## src/hw/rtl/pfit_pkg.sv

```systemverilog
`default_nettype none
package pfit_pkg;
	localparam int CAPACITY_DEF = 256;
	localparam int LIMIT_W = 9;
	localparam logic [8:0] LIMIT_RST = 9'd256;
	localparam int COORD_W = 32;
	localparam int POINT_W = 3 * COORD_W;
	localparam int INDEX_W = 8;
	localparam logic [1:0] ADDR_LIMIT = 2'h0;

	typedef enum logic [2:0] {
		ST_IDLE,
		ST_READ,
		ST_CMP,
		ST_DONE,
		ST_OUT
	} state_t;

	// controller -> datapath
	typedef struct packed {
		logic load;      // capture input point, clear scan pointer
		logic advance;   // step scan pointer
		logic write;     // append point at fill position
		logic set_hit;   // publish hit result
		logic set_add;   // publish append result
		logic set_full;  // publish full result
	} dp_cmd_t;

	// datapath -> controller
	typedef struct packed {
		logic scan_end;  // scan pointer reached fill count
		logic match;     // entry read last cycle equals input
		logic room;      // fill below effective limit
	} dp_sts_t;

	function automatic logic is_nan(input logic [COORD_W-1:0] b);
		return (b[30:23] == 8'hFF) && (b[22:0] != 23'd0);
	endfunction

	function automatic logic ieee_eq(input logic [COORD_W-1:0] a, input logic [COORD_W-1:0] b);
		if (is_nan(a) || is_nan(b))
			return 1'b0;
		if (a[30:0] == 31'd0 && b[30:0] == 31'd0)
			return 1'b1;
		return a == b;
	endfunction
endpackage
`default_nettype wire

```

## src/hw/rtl/pfit_ctrl.sv

```systemverilog
`default_nettype none
module pfit_ctrl (
	input  wire logic              clk,
	input  wire logic              arst_n,
	input  wire logic              in_fire,
	output logic                   in_ready,
	output logic                   out_valid,
	input  wire logic              out_ready,
	output pfit_pkg::dp_cmd_t      cmd,
	input  wire pfit_pkg::dp_sts_t sts
);
	pfit_pkg::state_t state_q, state_d;

	always_ff @(posedge clk or negedge arst_n) begin
		if (!arst_n)
			state_q <= pfit_pkg::ST_IDLE;
		else
			state_q <= state_d;
	end

	// Scan: READ issues address, CMP checks returned entry while next address goes out.
	always_comb begin
		state_d   = state_q;
		cmd       = '0;
		in_ready  = 1'b0;
		out_valid = 1'b0;
		unique case (state_q)
			pfit_pkg::ST_IDLE: begin
				in_ready = 1'b1;
				if (in_fire) begin
					cmd.load = 1'b1;
					state_d  = pfit_pkg::ST_READ;
				end
			end
			pfit_pkg::ST_READ: begin
				if (sts.scan_end) begin
					state_d = pfit_pkg::ST_DONE;
				end else begin
					cmd.advance = 1'b1;
					state_d     = pfit_pkg::ST_CMP;
				end
			end
			pfit_pkg::ST_CMP: begin
				if (sts.match) begin
					cmd.set_hit = 1'b1;
					state_d     = pfit_pkg::ST_OUT;
				end else if (sts.scan_end) begin
					state_d = pfit_pkg::ST_DONE;
				end else begin
					cmd.advance = 1'b1;
				end
			end
			pfit_pkg::ST_DONE: begin
				if (sts.room) begin
					cmd.write   = 1'b1;
					cmd.set_add = 1'b1;
				end else begin
					cmd.set_full = 1'b1;
				end
				state_d = pfit_pkg::ST_OUT;
			end
			pfit_pkg::ST_OUT: begin
				out_valid = 1'b1;
				if (out_ready) begin
					in_ready = 1'b1;
					if (in_fire) begin
						cmd.load = 1'b1;
						state_d  = pfit_pkg::ST_READ;
					end else begin
						state_d = pfit_pkg::ST_IDLE;
					end
				end
			end
			default: state_d = pfit_pkg::ST_IDLE;
		endcase
	end

	a_write_only_in_done: assert property (@(posedge clk) disable iff (!arst_n)
		cmd.write |-> state_q == pfit_pkg::ST_DONE) else $error("append outside done");
	a_one_result: assert property (@(posedge clk) disable iff (!arst_n)
		$countones({cmd.set_hit, cmd.set_add, cmd.set_full}) <= 1) else $error("two results");
	a_out_after_result: assert property (@(posedge clk) disable iff (!arst_n)
		(cmd.set_hit || cmd.set_add || cmd.set_full) |=> out_valid) else $error("result lost");
endmodule
`default_nettype wire

```

## config.mk

```make
export PLATFORM = sky130hd
export DESIGN_NAME = pfit_ctrl
export DESIGN_NICKNAME = d
export VERILOG_FILES = /design/src/hw/rtl/pfit_pkg.sv /design/src/hw/rtl/pfit_ctrl.sv
export SDC_FILE = /design/constraint.sdc
export NUM_CORES = 1
export LEC_CHECK = 0
export ABC_AREA = 1
export BUFFER_PORTS_ARGS = -buffer_cell sky130_fd_sc_hd__buf_2
export CORE_AREA = 3 3 40 42
export DETAILED_ROUTE_END_ITERATION = 7
export DIE_AREA = 0 0 43 45
export HOLD_SLACK_MARGIN = 0.02
export PLACE_DENSITY = 0.43
export REMOVE_ABC_BUFFERS = 1
export SLEW_MARGIN = 20
export SYNTH_ARGS = -nofsm -noshare
export SYNTH_HDL_FRONTEND = slang
export SYNTH_SLANG_ARGS = --single-unit
```

## constraint.sdc

```tcl
create_clock -name clk -period 1.3 [get_ports clk]
set_clock_uncertainty 0.1 [all_clocks]
set_input_delay 0.195 -clock clk [delete_from_list [all_inputs] [get_ports clk]]
set_output_delay 0.195 -clock clk [all_outputs]
set_load 0.01 [all_outputs]
```

* Yosys cells after proc, flatten, opt, wreduce, memory -nomap -nowiden
Cells that the tools add are included.
Widths: inputs -> output; s select.
** Storage, ports and cells
- Flip-flop bits (word level) :: 3
- Latch bits :: 0
- Bits in writable memories :: 0
- Memory bits (read-only) :: 0
- Output and inout bits :: 8
- Logic and storage cells :: 32
- Memories :: 0
** Cells by class
- Add/sub/neg operators :: 0
- $mul :: 0
- Div/mod/pow operators :: 0
- $lt $le $gt $ge :: 0
- Eq/ne operators :: 7
- Shifts and indexed selects :: 0
- Multiplexer cells :: 22
- Bitwise logic cells :: 0
- Reductions and logical operators :: 2
** Operators by type and width (count)
- $pmux 3 s5 :: 1
- $mux 1 :: 13
- $mux 3 :: 4
- $eq 3x2->1 const B :: 2
- $pmux 1 s2 :: 3
- $ne 2x2->1 const B :: 2
- $eq 3x1->1 const B :: 1
- $eq 3x3->1 const B :: 1
- $logic_not 3->1 :: 1
- $ne 3x3->1 const B :: 1
- $reduce_and 3->1 :: 1
- $mux 2 :: 1

* Logic depth before layout (Yosys ltp)
Gate-level depths: netlist (run 1).
- Depth after elaboration :: 3
- Mapped depth :: 8
- Depth with buffers taken out :: 8

* Least setup slack after synthesis (run 1)
No wires, ideal clock.
- Path kind :: reg-to-output
- Start :: register state_q[2]
- End :: output cmd[3] in the netlist's numbering
- Data arrival time :: 1.015 ns
- Path slack :: -0.010 ns
- Stages on the path, launching flop included :: 5
- Path buffers :: 1
- Cells stage by stage :: dfrtp_1 nor2_2 nand2_1 nor2_1 buf_4
** RTL lines
- start: declaration :: RTL line pfit_ctrl.sv:12 : pfit_pkg::state_t state_q, state_d;
- start signal: assignment :: RTL line pfit_ctrl.sv:16 : state_q <= pfit_pkg::ST_IDLE;
- start signal: assignment :: RTL line pfit_ctrl.sv:18 : state_q <= state_d;
- end: declaration :: RTL line pfit_ctrl.sv:9 : output pfit_pkg::dp_cmd_t cmd,

==> results.sh, run 1 <==
export IMPL_status="finished with violations"
export IMPL_violations="negative setup slack"
export IMPL_numClockSinks=3
export IMPL_clock_path_buffers=2
export IMPL_first_pass_iters=2
export IMPL_pre_cts_ws_ns=0.0206
export IMPL_die_x_um=43
export IMPL_grtUsageTotal_pct=8.34
export IMPL_start_kind="flip-flop"
export IMPL_hpwl_um=548
export IMPL_fp_dieH_um=45
export IMPL_cts_made_buffers=3
export IMPL_fmax_ghz=0.684
export IMPL_p_per_area_nw_per_um2=2200
export IMPL_grt_pass1_vias=314
export IMPL_required_ns=1.00
export IMPL_cap_violations=0
export IMPL_grt_met3_usage_pct=1.99
export IMPL_vias=346
export IMPL_crit_slowest_cell="dfrtp_2"
export IMPL_fin_util_pct=34.6
export IMPL_worstMarginPinSlew_ns=0.219
export IMPL_io_pin_count=15
export IMPL_finalCritPeriodShare_pct=113
export IMPL_yosys_warnings=0
export IMPL_routed_via_density=4.22
export IMPL_peakVddDrop_uv=681
export IMPL_worst_slack_ns=-0.163
export IMPL_drive_above_1_share_pct=53.7
export IMPL_grt_busiest_layer="met2"
export IMPL_cts_tree="done"
export IMPL_stdcell_count=82
export IMPL_path_class="reg2out"
export IMPL_gp_congestion=0.677
export IMPL_met2_usage_pct=15.0
export IMPL_hold_violations=0
export IMPL_antenna_found_initial=0
export IMPL_nets=75
export IMPL_setup_violations=8
export IMPL_grt_pass1_wl_um=1170
export IMPL_start_util_pct=20.2
export IMPL_drc=0
export IMPL_cts_max_level=1
export IMPL_syn_avg_cell_area_um2=5.76
export IMPL_routedWlPerCell_um=8.57
export IMPL_ys_ff_latch=3
export IMPL_cts_root_buf="clkbuf_4"
export IMPL_p_total_uw=977
export IMPL_slowest_delay_ns=0.45
export IMPL_top_register="state_q"
export IMPL_slew_headroom_pct=85.2
export IMPL_hp_class="in2reg"
export IMPL_end_kind="output pin"
export IMPL_floorplan_rows=13
export IMPL_p_leak_uw=0.000270
export IMPL_cp_max_fo=7
export IMPL_worstSkewPairLatency_ns=0.23
export IMPL_portBuffers=14
export IMPL_synth_area_um2=259
export IMPL_dr_first_iter_drc_count=1
export IMPL_largest_reg_flops=3
export IMPL_layout_min_cycle_time_ns=1.46
export IMPL_ys_types=15
export IMPL_core_area_um2=1280
export IMPL_num_antenna_cells=0
export IMPL_totalWireLength_um=703
export IMPL_overflow=0
export IMPL_rsz0062_at_grt="yes"
export IMPL_drtAntennaViolNets=0
export IMPL_grt_max_degree=8
export IMPL_crit_chain="nor2_1 -> nand3_2 -> o21ai_1 -> buf_2"
export IMPL_dieArea_um2=1940
export IMPL_synth_cells=45
export IMPL_placedCellCount=72
export IMPL_grt_use_met1_pct=7.26
export IMPL_reg_top3="state_q (3)"
export IMPL_ys_seq_area_share_pct=29.0
export IMPL_crit_arrival_ns=1.17
export IMPL_cts_clk_slew_worst_paths_ns=0.04
export IMPL_area_growth_syn_to_layout_pct=71.5
export IMPL_slew_violations=0
stage by stage:
| step | setup TNS [ns] | hold slack, ns | area [um2] |
|---|---|---|---|
| final | -1.05 | 0.0583 | 444 |
| after global routing | -1.80 | 0.0611 | 444 |
| after CTS | -1.26 | 0.0525 | 392 |
| after detailed placement | 0 | -0.107 | 335 |
| after global placement | 0 | -0.106 | 335 |
| after floorplan | 0 | -0.201 | 246 |
cell usage after synthesis:
| cell type | number | area share (%) |
|---|---|---|
| nor4_1 | 1 | 2.4 |
| dfrtp_1 | 3 | 29 |
| o21ai_1 | 1 | 1.9 |
| inv_2 | 2 | 2.9 |
| buf_2 | 1 | 1.9 |
| nor2_2 | 2 | 4.8 |
| nand4_1 | 1 | 2.4 |
| buf_4 | 1 | 2.9 |
| nand3_1 | 4 | 7.7 |
| a21oi_1 | 1 | 1.9 |
| o21ai_0 | 2 | 3.9 |
| nor3_1 | 1 | 1.9 |
| inv_1 | 10 | 14 |
| nand2_1 | 11 | 16 |
| nor2_1 | 4 | 5.8 |
path summary, 6_finish.rpt:
| kind | start | endpoint | slack, ns | depth (start not counted) |
|---|---|---|---|---|
| worst max-delay path | state_q[0]$_DFFE_PN0P_ | cmd[4] | -0.16 | 4 |
| worst min-delay path | out_ready | state_q[2]$_DFFE_PN0P_ | 0.06 | 2 |
| worst max register to register | state_q[0]$_DFFE_PN0P_ | state_q[0]$_DFFE_PN0P_ | 0.06 | 7 |
| worst min register to register | state_q[2]$_DFFE_PN0P_ | state_q[1]$_DFFE_PN0P_ | 0.56 | 3 |
| max in group asynchronous | arst_n | state_q[2]$_DFFE_PN0P_ | 0.80 | 2 |
| min in group asynchronous | arst_n | state_q[1]$_DFFE_PN0P_ | 0.18 | 2 |
kinds of logic (layout without fill, tap and decap cells):
family                 after synthesis  in the layout  share of synthesized area [%]
AO/OA/AOI/OAI                        4              4                           7.73
buffers and inverters               14             36                           22.2
flip-flops                           3              3                           29.0
AND/OR/NAND/NOR                     24             24                           41.1
power by group:
| part | internal [uW] | switching (uW) | total, uW |
|---|---|---|---|
| Sequential | 147 | 95.4 | 242 |
| Combinational | 262 | 311 | 574 |
| Clock | 115 | 46.3 | 161 |
| Total | 524 | 453 | 977 |
worst max-delay path, delay by kind of cell, from the launching register on:
kind / cells / cell delay (ns)
compound gates: 1 / 0.07
buf+inv: 1 / 0.14
flops: 1 / 0.45
simple gates: 2 / 0.27
placed cells by master, fill, tap and decap left out:
| cell type | count |
|---|---|
| a21oi_1 | 1 |
| buf_2 | 14 |
| buf_4 | 5 |
| clkbuf_1 | 1 |
| clkbuf_4 | 3 |
| dfrtp_1 | 1 |
| dfrtp_2 | 2 |
| dlygate4sd3_1 | 1 |
| inv_1 | 9 |
| inv_2 | 3 |
| nand2_1 | 8 |
| nand2_2 | 3 |
| nand3_1 | 3 |
| nand3_2 | 1 |
| nand4_1 | 1 |
| nor2_1 | 2 |
| nor2_2 | 2 |
| nor2_4 | 2 |
| nor3_2 | 1 |
| nor4_1 | 1 |
| o21ai_0 | 1 |
| o21ai_1 | 2 |
cell type report:
type	instances	area (um2)
repair buffers	20	118
multi-input cells	28	159
flip-flops and latches	3	77.6
inverters	12	45.0
well taps	15	18.8
fillers	154	841
clock buffers	4	26.3
layer usage:
layer | wire, um | vias up | share of wire [%]
met2 | 413 | 8 | 59
met1 | 239 | 160 | 34
li1 | - | 178 | -
met3 | 50 | 0 | 7.1
met4 | 0 | 0 | 0
met5 | 0 | - | 0
what timing repair did:
action	4_1_cts	5_1_grt
endpoints found under the hold margin	3	0
pin swaps	4	2
hold buffers	1	0
gates resized for setup	5	8
setup endpoints to repair	8	8
buffers inserted	1	4
(Power assumes the default switching activity.)
==> inputs of run 2 (changes only) <==
Settings changed: CELL_PAD_IN_SITES_DETAIL_PLACEMENT from default to 0, CELL_PAD_IN_SITES_GLOBAL_PLACEMENT from default to 2, CORE_AREA 3 3 40 42 to default, CORE_MARGIN from default to 3, CORE_UTILIZATION from default to 17, DIE_AREA 0 0 43 45 to default, PLACE_DENSITY 0.43 to 0.7.
==> run 2 against run 1 <==
  * The flow still finishes with violations (negative setup slack)
  * Worst setup slack improved by 0.016 ns
  * Clock-buffer cell count is the same
  * Sequential cell count unchanged
  * Fmax rose by 1.1%
  * Clock power barely moved
  * Largest cell class unchanged
  * Largest power group unchanged
  * Combinational power up 17%
  * Critical endpoint is now cmd[2]
  * Final cell count up 3.7%
==> results.sh, run 2 (synthesis gave the netlist of run 1 again) <==
export IMPL_num_fill_cells=161
export IMPL_placed_cell_area_um2=358
export IMPL_vias=350
export IMPL_routed_via_density=4.12
export IMPL_die_x_um=45.0
export IMPL_reg2reg_from="state_q[0]$_DFFE_PN0P_"
export IMPL_stdcell_count=85
export IMPL_hp_class="in2reg"
export IMPL_cts_tree="done"
export IMPL_drive_above_1_share_pct=54.3
export IMPL_totalWireLength_um=757
export IMPL_p_per_area_nw_per_um2=2280
export IMPL_gp_congestion=0.749
export IMPL_portBuffers=14
export IMPL_worst_slack_ns=-0.147
export IMPL_core_area_um2=1370
export IMPL_min_from="out_ready"
export IMPL_first_pass_iters=3
export IMPL_finalCritPeriodShare_pct=111
export IMPL_fp_dieH_um=45.0
export IMPL_reg_top3="state_q (3)"
export IMPL_top_register="state_q"
export IMPL_grt_max_degree=7
export IMPL_p_leak_uw=0.000285
export IMPL_violations="negative setup slack"
export IMPL_crit_arrival_ns=1.15
export IMPL_io_pin_count=15
export IMPL_stdcell_area_um2=465
export IMPL_worstMarginPinSlew_ns=0.232
export IMPL_cp_max_fo=5
export IMPL_layout_common_cells="14 x buf_2, 10 x nand2_1, 10 x inv_1, 8 x buf_4"
export IMPL_routedWlPerCell_um=8.91
export IMPL_status="finished with violations"
export IMPL_num_antenna_cells=0
export IMPL_end_kind="output pin"
export IMPL_area_growth_syn_to_layout_pct=79.7
export IMPL_dieArea_um2=2030
export IMPL_slew_headroom_pct=84.4
export IMPL_multi_input_area_um2=158
export IMPL_worstSetupStartpoint="state_q[0]$_DFFE_PN0P_"
export IMPL_cap_violations=0
export IMPL_path_class="reg2out"
export IMPL_fmax_ghz=0.691
export IMPL_cts_made_buffers=3
export IMPL_grt_pass1_vias=286
export IMPL_peakVddDrop_uv=919
export IMPL_setup_violations=8
export IMPL_grtUsageTotal_pct=7.35
export IMPL_worstSkewPairLatency_ns=0.23
export IMPL_cts_clk_slew_worst_paths_ns=0.04
export IMPL_floorplan_rows=13
export IMPL_layout_min_cycle_time_ns=1.45
export IMPL_rr_worst_depth=7
export IMPL_dr_first_iter_drc_count=1
export IMPL_overflow=0
export IMPL_slew_violations=0
export IMPL_largest_reg_flops=3
export IMPL_start_util_pct=19.0
export IMPL_grt_pass1_wl_um=1090
export IMPL_clock_path_buffers=2
export IMPL_final_seq_area_um2=77.6
export IMPL_antenna_found_initial=0
export IMPL_start_kind="flip-flop"
export IMPL_p_total_uw=1060
export IMPL_hpwl_um=548
export IMPL_numClockSinks=3
export IMPL_wl_met1_um=307
export IMPL_fin_setup_tns_ns=-0.982
export IMPL_hold_ws_ns=0.0629
export IMPL_rsz0062_at_grt="yes"
export IMPL_wl_met3_um=52
export IMPL_cts_max_level=1
export IMPL_met2_length_um=382
export IMPL_drc=0
export IMPL_required_ns=1.00
export IMPL_top_layer_used="met4"
export IMPL_whs_path_depth=2
export IMPL_cts_root_buf="clkbuf_4"
export IMPL_drtAntennaViolNets=0
export IMPL_final_common_cell="buf_2"
export IMPL_placedCellCount=75
export IMPL_hold_violations=0
export IMPL_nets=78
==> run 2: cell count changes in the layout (fill, tap and decap cells not counted) <==
cell / delta
buf_4: +3
inv_1: +1
inv_2: -1
nand2_1: +2
nand2_2: -2
nand3_1: -1
nand3_2: +1
nor2_2: +1
nor2_4: -1
o21ai_1: -1
o21ai_2: +1
==> run 2: report_power, final <==
group          internal (uW)  leakage, uW  switching (uW)
sequential               147    0.0000355            80.8
combinational            332     0.000234             340
clock                    115    0.0000150            46.0
total                    594     0.000285             467
==> run 2: critical path, cell delays in order, from the launching register on <==
cell and delay (ns):
dfrtp_2 0.44, nor4_1 0.29, buf_2 0.19
==> run 2: final timing paths <==
check / slack, ns / end
setup / recovery: -0.15 / cmd[2]
hold / removal: 0.06 / state_q[2]$_DFFE_PN0P_
setup reg to reg: 0.06 / state_q[0]$_DFFE_PN0P_
hold reg to reg: 0.54 / state_q[1]$_DFFE_PN0P_
max in group asynchronous: 0.80 / state_q[2]$_DFFE_PN0P_
min in group asynchronous: 0.18 / state_q[1]$_DFFE_PN0P_
==> run 2: per-layer routing <==
metal | up-vias | track usage, %
met5 | - | 0
met4 | 0 | 5.26
met3 | 2 | 1.59
met2 | 12 | 12.7
met1 | 150 | 7.75
li1 | 186 | -
==> run 2: final cells by class <==
type,instances,area share [%]
Tap cell,15,4.03
Multi-Input combinational cell,28,33.9
Timing Repair Buffer,23,30.1
Inverter,12,9.68
Clock buffer,4,5.65
Sequential cell,3,16.7
==> run 2: what timing repair did <==
item,CTS,global route
pin swaps,2,4
cloned,0,0
setup buffers,4,1
endpoints found under the setup margin,8,8
gates resized for setup,2,9
hold endpoints to repair,3,0
hold buffers,1,0
==> run 2: metrics by stage <==
stage | setup slack, ns | utilization (%)
4_1_cts | -0.152 | 31.5
6_report | -0.147 | 34.1
5_1_grt | -0.212 | 34.1
3_3_place_gp | 0.0453 | 26.2
3_5_place_dp | 0.0494 | 26.2
2_1_floorplan | 0.0657 | -
==> inputs of run 3 (changes only) <==
Settings changed: RECOVER_POWER from default to 100.
==> run 3 against run 2 <==
  * The flow still finishes with violations (negative setup slack)
  * Final cell count stayed put
  * Power about the same
  * Worst setup slack is essentially flat
  * Critical path type unchanged
  * Critical endpoint unchanged
==> results.sh, run 3 (synthesis gave the netlist of run 1 again) <==
export IMPL_routedWlPerCell_um=8.91
export IMPL_num_fill_cells=162
export IMPL_portBuffers=14
export IMPL_nets=78
export IMPL_cts_made_buffers=3
export IMPL_violations="negative setup slack"
export IMPL_worst_slack_ns=-0.147
export IMPL_pre_cts_ws_ns=0.0494
export IMPL_p_leak_uw=0.000282
export IMPL_grtUsageTotal_pct=7.35
export IMPL_slew_headroom_pct=84.4
export IMPL_drive_above_1_share_pct=52.9
export IMPL_num_antenna_cells=0
export IMPL_worstSkewPairLatency_ns=0.23
export IMPL_hold_violations=0
export IMPL_grt_max_degree=7
export IMPL_crit_slowest_cell="dfrtp_2"
export IMPL_p_per_area_nw_per_um2=2280
export IMPL_cap_violations=0
export IMPL_placedCellCount=75
export IMPL_cp_max_fo=5
export IMPL_layout_common_cells="13 x buf_2, 10 x nand2_1, 10 x inv_1, 8 x buf_4"
export IMPL_start_util_pct=19.0
export IMPL_top_register="state_q"
export IMPL_die_x_um=45.0
export IMPL_r2r_setup_slack_ns=0.06
export IMPL_gp_congestion=0.749
export IMPL_grt_met3_usage_pct=1.59
export IMPL_finalCritPeriodShare_pct=111
export IMPL_end_kind="output pin"
export IMPL_p_sw_uw=467
export IMPL_fin_setup_tns_ns=-0.982
export IMPL_antenna_found_initial=0
export IMPL_reg_top3="state_q (3)"
export IMPL_drc=0
export IMPL_floorplan_rows=13
export IMPL_dieArea_um2=2030
export IMPL_slowest_delay_ns=0.44
export IMPL_clkPwrFrac_pct=15.2
export IMPL_stdcell_area_um2=464
export IMPL_placed_cell_area_um2=358
export IMPL_slew_violations=0
export IMPL_hpwl_um=548
export IMPL_combinationalPowerShare_pct=63.3
export IMPL_grt_busiest_layer="met2"
export IMPL_status="finished with violations"
export IMPL_dr_first_iter_drc_count=1
export IMPL_first_pass_iters=3
export IMPL_met2_usage_pct=12.7
export IMPL_largest_reg_flops=3
export IMPL_worstMarginPinSlew_ns=0.232
export IMPL_cts_max_level=1
export IMPL_final_common_cell="buf_2"
export IMPL_drtAntennaViolNets=0
export IMPL_crit_arrival_ns=1.15
export IMPL_fin_util_pct=34.0
export IMPL_cts_clk_slew_worst_paths_ns=0.04
export IMPL_grt_pass1_vias=286
export IMPL_cts_root_buf="clkbuf_4"
export IMPL_setup_violations=8
export IMPL_required_ns=1.00
export IMPL_hp_class="in2reg"
export IMPL_grt_use_met1_pct=7.75
export IMPL_peakVddDrop_uv=917
export IMPL_io_pin_count=15
export IMPL_rsz0062_at_grt="yes"
export IMPL_totalWireLength_um=757
export IMPL_path_class="reg2out"
export IMPL_grt_pass1_wl_um=1090
export IMPL_core_area_um2=1370
export IMPL_start_kind="flip-flop"
export IMPL_layout_min_cycle_time_ns=1.45
export IMPL_cts_tree="done"
export IMPL_routed_via_density=4.12
export IMPL_fp_dieH_um=45.0
export IMPL_vias=350
export IMPL_intPower_uw=593
export IMPL_stdcell_count=85
export IMPL_switching_share_pct=44.0
export IMPL_numClockSinks=3
export IMPL_crit_chain="nor4_1 -> buf_2"
export IMPL_clock_path_buffers=2
export IMPL_overflow=0
export IMPL_seqPwrFrac_pct=21.5
export IMPL_area_growth_syn_to_layout_pct=79.2
export IMPL_fmax_ghz=0.691
-- run 3: cell types whose count changed in the layout (fill, tap and decap cells not counted) --
cell | previous run | this run
buf_2 | 14 | 13
clkbuf_1 | 1 | 2
-- run 3: worst paths after layout --
path                       depth (start not counted)                    from                      to
max in group asynchronous                          2                  arst_n  state_q[2]$_DFFE_PN0P_
setup / recovery                                   2  state_q[0]$_DFFE_PN0P_                  cmd[2]
hold / removal                                     2               out_ready  state_q[2]$_DFFE_PN0P_
setup reg to reg                                   7  state_q[0]$_DFFE_PN0P_  state_q[0]$_DFFE_PN0P_
hold reg to reg                                    3  state_q[2]$_DFFE_PN0P_  state_q[1]$_DFFE_PN0P_
min in group asynchronous                          2                  arst_n  state_q[1]$_DFFE_PN0P_
-- run 3: per-stage QoR --
step / hold WS, ns / total power, uW
5_1_grt: 0.0779 / 1160
3_5_place_dp: -0.109 / 717
3_3_place_gp: -0.108 / 736
6_report: 0.0629 / 1060
4_1_cts: 0.0516 / 995
2_1_floorplan: -0.201 / 498
-- run 3: repair_timing --
action,4_1_cts,5_1_grt
setup buffers,4,1
hold endpoints to repair,3,0
endpoints found under the setup margin,8,8
pin swaps,2,4
resized for setup,2,9
hold buffers,1,0
-- run 3: power by group through the flow --
stage | Sequential [uW] | Combinational, uW | Clock, uW
after floorplan | 202 | 295 | 0
after global placement | 213 | 523 | 0
after detailed placement | 210 | 508 | 0
after CTS | 215 | 608 | 172
after global routing | 238 | 742 | 175
final | 228 | 671 | 161
-- run 3: routing by layer --
layer	vias to the layer above	part of all wire, %
met2	12	50
met4	0	1.7
met1	150	41
li1	186	-
met5	-	0
met3	2	6.9
-- run 3: critical path, delay by kind of cell (launching register included) --
family        cells  cell delay (ns)
buf+inv           1             0.19
flops             1             0.44
simple gates      1             0.29
-- run 3: cell type report --
class	count	area [um2]	area share, %
clock buffers	4	26.3	5.66
repair buffers	23	139	29.9
inverters	12	45.0	9.70
well taps	15	18.8	4.04
flip-flops and latches	3	77.6	16.7
multi-input cells	28	158	34.0
